$ cat src/rtl/pcu_pkg.sv
// ----------------------------------------------------------------------------
// pcu_pkg
// shared types and command codes for the correlation unit
// ----------------------------------------------------------------------------
package pcu_pkg;

    localparam logic [3:0] OP_IDLE   = 4'd0;
    localparam logic [3:0] OP_MLOAD  = 4'd1;
    localparam logic [3:0] OP_MSTEP  = 4'd2;
    localparam logic [3:0] OP_MSTORE = 4'd3;
    localparam logic [3:0] OP_SQLOAD = 4'd4;
    localparam logic [3:0] OP_SQSTEP = 4'd5;
    localparam logic [3:0] OP_DVLOAD = 4'd6;
    localparam logic [3:0] OP_DVSTEP = 4'd7;
    localparam logic [3:0] OP_FIN    = 4'd8;

    // multiply sequence
    localparam logic [2:0] SEL_N_SQA  = 3'd0;
    localparam logic [2:0] SEL_MA_MA  = 3'd1;
    localparam logic [2:0] SEL_N_SQB  = 3'd2;
    localparam logic [2:0] SEL_MB_MB  = 3'd3;
    localparam logic [2:0] SEL_N_X    = 3'd4;
    localparam logic [2:0] SEL_A_B    = 3'd5;
    localparam logic [2:0] SEL_XX_YY  = 3'd6;

    localparam int MUL_STEPS = 64;
    localparam int SQRT_STEPS = 64;
    localparam int DIV_STEPS = 14;
    localparam logic [16:0] COEF_MAX = 17'd16384;

    typedef struct packed {
        logic       acc;
        logic [3:0] op;
        logic [2:0] sel;
    } cmd_t;

    typedef struct packed {
        logic out_free;
    } stat_t;

endpackage

$ cat src/rtl/pcu_ctrl.sv
// ----------------------------------------------------------------------------
// pcu_ctrl
// sequencer: accumulate, six multiplies, product, square root, divide
// ----------------------------------------------------------------------------
module pcu_ctrl
    import pcu_pkg::*;
(
    input  logic  clk,
    input  logic  rst_n,
    input  logic  in_valid,
    input  logic  is_last,
    output logic  in_stall,
    output cmd_t  cmd,
    input  stat_t stat
);

    localparam logic [3:0] S_ACC = 4'd0;
    localparam logic [3:0] S_MLD = 4'd1;
    localparam logic [3:0] S_MST = 4'd2;
    localparam logic [3:0] S_MSV = 4'd3;
    localparam logic [3:0] S_SQL = 4'd4;
    localparam logic [3:0] S_SQS = 4'd5;
    localparam logic [3:0] S_DVL = 4'd6;
    localparam logic [3:0] S_DVS = 4'd7;
    localparam logic [3:0] S_FIN = 4'd8;

    logic [3:0] state_reg, state_next;
    logic [5:0] cnt_reg, cnt_next;
    logic [2:0] sel_reg, sel_next;

    always_ff @(posedge clk or negedge rst_n)
    begin
        if (!rst_n)
        begin
            state_reg <= S_ACC;
            cnt_reg   <= '0;
            sel_reg   <= SEL_N_SQA;
        end
        else
        begin
            state_reg <= state_next;
            cnt_reg   <= cnt_next;
            sel_reg   <= sel_next;
        end
    end

    always_comb
    begin
        state_next = state_reg;
        cnt_next   = cnt_reg;
        sel_next   = sel_reg;
        in_stall   = 1'b1;
        cmd.acc    = 1'b0;
        cmd.op     = OP_IDLE;
        cmd.sel    = sel_reg;
        case (state_reg)
            S_ACC:
            begin
                in_stall = 1'b0;
                cmd.acc  = in_valid;
                if (in_valid && is_last)
                begin
                    sel_next   = SEL_N_SQA;
                    state_next = S_MLD;
                end
            end
            S_MLD:
            begin
                cmd.op     = OP_MLOAD;
                cnt_next   = '0;
                state_next = S_MST;
            end
            S_MST:
            begin
                cmd.op   = OP_MSTEP;
                cnt_next = cnt_reg + 6'd1;
                if (cnt_reg == 6'(MUL_STEPS - 1))
                    state_next = S_MSV;
            end
            S_MSV:
            begin
                cmd.op = OP_MSTORE;
                if (sel_reg == SEL_XX_YY)
                    state_next = S_SQL;
                else
                begin
                    sel_next   = sel_reg + 3'd1;
                    state_next = S_MLD;
                end
            end
            S_SQL:
            begin
                cmd.op     = OP_SQLOAD;
                cnt_next   = '0;
                state_next = S_SQS;
            end
            S_SQS:
            begin
                cmd.op   = OP_SQSTEP;
                cnt_next = cnt_reg + 6'd1;
                if (cnt_reg == 6'(SQRT_STEPS - 1))
                    state_next = S_DVL;
            end
            S_DVL:
            begin
                cmd.op     = OP_DVLOAD;
                cnt_next   = '0;
                state_next = S_DVS;
            end
            S_DVS:
            begin
                cmd.op   = OP_DVSTEP;
                cnt_next = cnt_reg + 6'd1;
                if (cnt_reg == 6'(DIV_STEPS - 1))
                    state_next = S_FIN;
            end
            S_FIN:
            begin
                if (stat.out_free)
                begin
                    cmd.op     = OP_FIN;
                    state_next = S_ACC;
                end
            end
            default:
            begin
                state_next = S_ACC;
            end
        endcase
    end

`ifndef SYNTHESIS
    a_fin_needs_room: assert property (@(posedge clk) disable iff (!rst_n)
        cmd.op == OP_FIN |-> stat.out_free)
        else $error("result issued while output register busy");
    a_last_starts_seq: assert property (@(posedge clk) disable iff (!rst_n)
        (state_reg == S_ACC && in_valid && is_last) |=> state_reg == S_MLD)
        else $error("last transaction did not start the sequence");
    a_stall_outside_acc: assert property (@(posedge clk) disable iff (!rst_n)
        state_reg != S_ACC |-> in_stall)
        else $error("input taken during computation");
`endif

endmodule

$ cat config.mk
export PLATFORM = sky130hd
export DESIGN_NAME = pcu_ctrl
export DESIGN_NICKNAME = d
export VERILOG_FILES = /design/src/rtl/pcu_pkg.sv /design/src/rtl/pcu_ctrl.sv
export SDC_FILE = /design/constraint.sdc
export NUM_CORES = 1
export LEC_CHECK = 0
export BUFFER_PORTS_ARGS = -buffer_cell sky130_fd_sc_hd__buf_2
export CAP_MARGIN = 30
export CORE_UTILIZATION = 35
export CTS_CLUSTER_DIAMETER = 60
export CTS_CLUSTER_SIZE = 8
export DETAILED_ROUTE_END_ITERATION = 16
export PLACE_DENSITY_LB_ADDON = 0.15
export SLEW_MARGIN = 20
export SYNTH_ARGS = -nofsm -noshare
export SYNTH_HDL_FRONTEND = slang
export SYNTH_SLANG_ARGS = --single-unit
$ cat constraint.sdc
create_clock -name clk -period 2.1 [get_ports clk]
set_input_delay 0.315 -clock clk [delete_from_list [all_inputs] [get_ports clk]]
set_output_delay 0.315 -clock clk [all_outputs]
set_load 0.03 [all_outputs]
==> impl_results.rst <==
.. list-table::
   :header-rows: 1

   * - Metric
     - Value
   * - Drt drc
     - 0
   * - Source-to-sink clock delay at the later pin of the worst-skew pair
     - 0.27 ns
   * - Total via count in the routed design
     - 1,029
   * - Metal3 WL
     - 93 um
   * - Total Routed Length
     - 2600 um
   * - Number of buffers added by the clock tree synthesis step
     - 3
   * - Starting Density
     - 38.1%
   * - Nets
     - 153
   * - Flip-flop and latch area
     - 325 um2
   * - Transition time at the pin with the least slew margin
     - 0.488 ns
   * - Non-filler cells, final
     - 174
   * - Total Neg Setup Slack
     - 0 ns
   * - Input/output buffers
     - 13
   * - Syn-to-layout area delta
     - 12.0%
   * - Vias per inst
     - 5.91
   * - Switching component of the power
     - 0.0923 mW
   * - Required time of the critical path
     - 1.78 ns
   * - # setup viols final
     - 0
   * - Cell Rows
     - 19
   * - Outcome
     - completed
   * - Number of setup buffers added after CTS
     - 0
   * - Type of element launching the critical path
     - register
   * - Wire length on met2
     - 1310 um
   * - Summed instance area of the synthesized netlist
     - 1090 um2
   * - H-tree Lvls
     - 1
   * - Cell area power density
     - 345 nW/um2
   * - Die area
     - 3330 um2
   * - Distinct cell type count after synthesis
     - 46
   * - Wire length of the first global-routing pass
     - 4610 um
   * - Largest fanout on the critical path
     - 16
   * - Number of clock sinks
     - 13
   * - Area of the core region
     - 2850 um2
   * - Largest register FFs
     - 6
   * - Pin count of the biggest net entering global routing
     - 17
   * - Highest metal layer with signal wires
     - met4
   * - Fin crit period
     - 1.97 ns
   * - Flops & latches, synth
     - 13
   * - Comb power frac
     - 2.7%
   * - Drt pass-1 iters
     - 4
   * - Antenna fix cells
     - 0
   * - Crit path arrival time
     - 1.66 ns
   * - Final core utilization
     - 42.6%
   * - Clock Tree Buf Depth
     - 2
   * - Estimated wirelength of the detail-placed design
     - 1950 um
   * - Number of flops mapped to enable cells by yosys
     - 0
   * - Routed wire length per instance
     - 15.0 um
   * - Number of standard cells after synthesis
     - 130
   * - Total congestion overflow after global routing
     - 0
   * - Worst hold path type
     - input port to register
   * - Io pins
     - 14
   * - Number of global-route vias before repair
     - 973
   * - Average cell area after synthesis
     - 8.35 um2
   * - Clock tree from TritonCTS
     - yes
   * - Endpoint type of the worst setup path
     - output port
   * - Most frequent standard cell in the layout excluding fill and tap cells
     - nand2_1
   * - Switching part of the total power
     - 22.0%
   * - DRC marker count from the first detailed-route iteration
     - 32
   * - Leak
     - 0.541 nW
   * - Unrepaired setup endpoints after global routing
     - yes
   * - Chip Height
     - 57.7 um
   * - Part of the total power dissipated in sequential elements
     - 59.5%
   * - GRT Total Usage
     - 18.1%
   * - Number of routed nets with antenna violations
     - 0
   * - Max-cap violations
     - 0
   * - Dominant register cell in the synthesized netlist
     - dfrtp_1
   * - Share of the yosys chip area belonging to registers
     - 30.0%
   * - Worst clock skew
     - 0.00190 ns
   * - Pint
     - 0.328 mW
   * - Final-layout fill cell count
     - 294
   * - Fmax
     - 0.506 GHz
   * - Kind of critical path
     - register to output port
   * - Routability-driven placement congestion ratio
     - 0.817
   * - Clk slew on worst S/H paths
     - 0.08 ns
   * - Syn_nets
     - 139
   * - Routed metal-1 wire length
     - 1180 um
   * - Clk network pwr share
     - 37.8%
   * - Proportion of layout cells with a drive suffix above 1
     - 20.3%
   * - Share of synthesized flip-flops with an asynchronous set or reset
     - 100%
   * - Rel. slew slack
     - 67.5%
   * - Cell Count Post-Placement
     - 169
   * - Buffer type at the clock tree root
     - clkbuf_4
   * - Multi-input gate area in the final layout
     - 687 um2
   * - Number of antenna violations at the first check in global routing
     - 0
   * - Final Slew Violations
     - 0
   * - Width of the die
     - 57.7 um
   * - Number of hold-slack violations in the final timing report
     - 0
   * - Warnings from Yosys
     - 0
   * - Maximum vdd ir drop
     - 0.259 mV
   * - Part of the cycle the worst path needs
     - 94.0%
   * - Most used cells in the layout excluding fill and tap cells
     - nand2_1 (17), dfrtp_1 (13), buf_2 (13)
## Yosys cell counts (2+ instances only)
cell type   n  area, um2
a221o_1     2       20.0
buf_2       5       25.0
a32oi_1     2       17.5
nor2_1      8       30.0
mux2i_1     2       20.0
a21oi_1    10       50.1
nand3_1     5       25.0
nand2_1    17       63.8
o211a_1     2       20.0
o21ai_1     7       35.0
inv_2       2       7.51
o21ai_0     2       10.0
dfrtp_1    13        325
nand3b_1    2       15.0
and3_1      2       12.5
nor4bb_1    2       20.0
inv_1       5       18.8
and2_1      3       18.8
o31ai_1     4       30.0
a32o_1      2       20.0
or3_1       3       18.8
ha_1        4       50.1
clkbuf_1    3       11.3
## kinds of logic (layout without fill, tap and decap cells)
group	after synthesis	in the layout	share of synthesized area, %
mux	3	3	2.88
compound gates	43	43	30.1
flops	13	13	30.0
fa+ha+maj	4	4	4.61
buf+inv	17	30	6.80
xor+xnor	1	1	0.807
simple gates	49	49	24.9
## worst max-delay path, cell delays in order, from the launching register on
cell and delay (ns):
dfrtp_1 0.56, nor4_2 0.46, and2_1 0.17, buf_2 0.19
## cell type report
class / count / share of cell area (%)
clock buffer: 4 / 2.16
inverter: 7 / 2.16
multi-input combinational: 100 / 56.5
sequential: 13 / 26.7
tap: 31 / 3.19
timing repair buffer: 19 / 9.26
## path summary, 6_finish.rpt
check                                          from                  endpoint  slack, ns  cells past startpoint
max                        state_reg[0]$_DFFE_PN0P_                    cmd[7]       0.13                      3
max in group asynchronous                     rst_n  state_reg[2]$_DFFE_PN0P_       1.41                      2
max reg2reg                  cnt_reg[0]$_DFFE_PN0P_  state_reg[3]$_DFFE_PN0P_       0.27                      5
min in group asynchronous                     rst_n    sel_reg[0]$_DFFE_PN0P_       0.46                      2
min reg2reg                  sel_reg[2]$_DFFE_PN0P_    sel_reg[2]$_DFFE_PN0P_       0.59                      2
min                                         is_last    sel_reg[0]$_DFFE_PN0P_       0.39                      3
## repair_timing
action,in CTS,in global routing
setup endpoints to repair,0,2
hold buffers,1,0
endpoints found under the hold margin,13,0
resized for setup,0,0
## power by group through the flow
| stage | clock network (mW) | registers, mW | logic, mW |
|---|---|---|---|
| final | 0.159 | 0.250 | 0.0114 |
| after global routing | 0.182 | 0.250 | 0.0133 |
| after CTS | 0.165 | 0.250 | 0.0124 |
| after detailed placement | 0 | 0.255 | 0.0109 |
| after global placement | 0 | 0.255 | 0.0104 |
| after floorplan | 0 | 0.255 | 0.000129 |
## routing by layer
metal	GRT usage, %	vias up
met3	4.02	2
met5	0	-
met2	30.4	16
li1	-	513
met1	24.0	498
met4	4.08	0
## metrics by stage
| step | area (um2) | setup slack [ns] | total power [mW] | hold slack, ns |
|---|---|---|---|---|
| 6_report | 1220 | 0.125 | 0.420 | 0.391 |
| 5_1_grt | 1220 | -0.0286 | 0.445 | 0.394 |
| 4_1_cts | 1220 | 0.111 | 0.428 | 0.391 |
| 3_5_place_dp | 1180 | 0.284 | 0.266 | 0.238 |
| 3_3_place_gp | 1180 | 0.350 | 0.265 | 0.229 |
| 2_1_floorplan | 1090 | 0.429 | 0.255 | 0.0194 |
No activity file was read; power rests on OpenSTA's default activity.
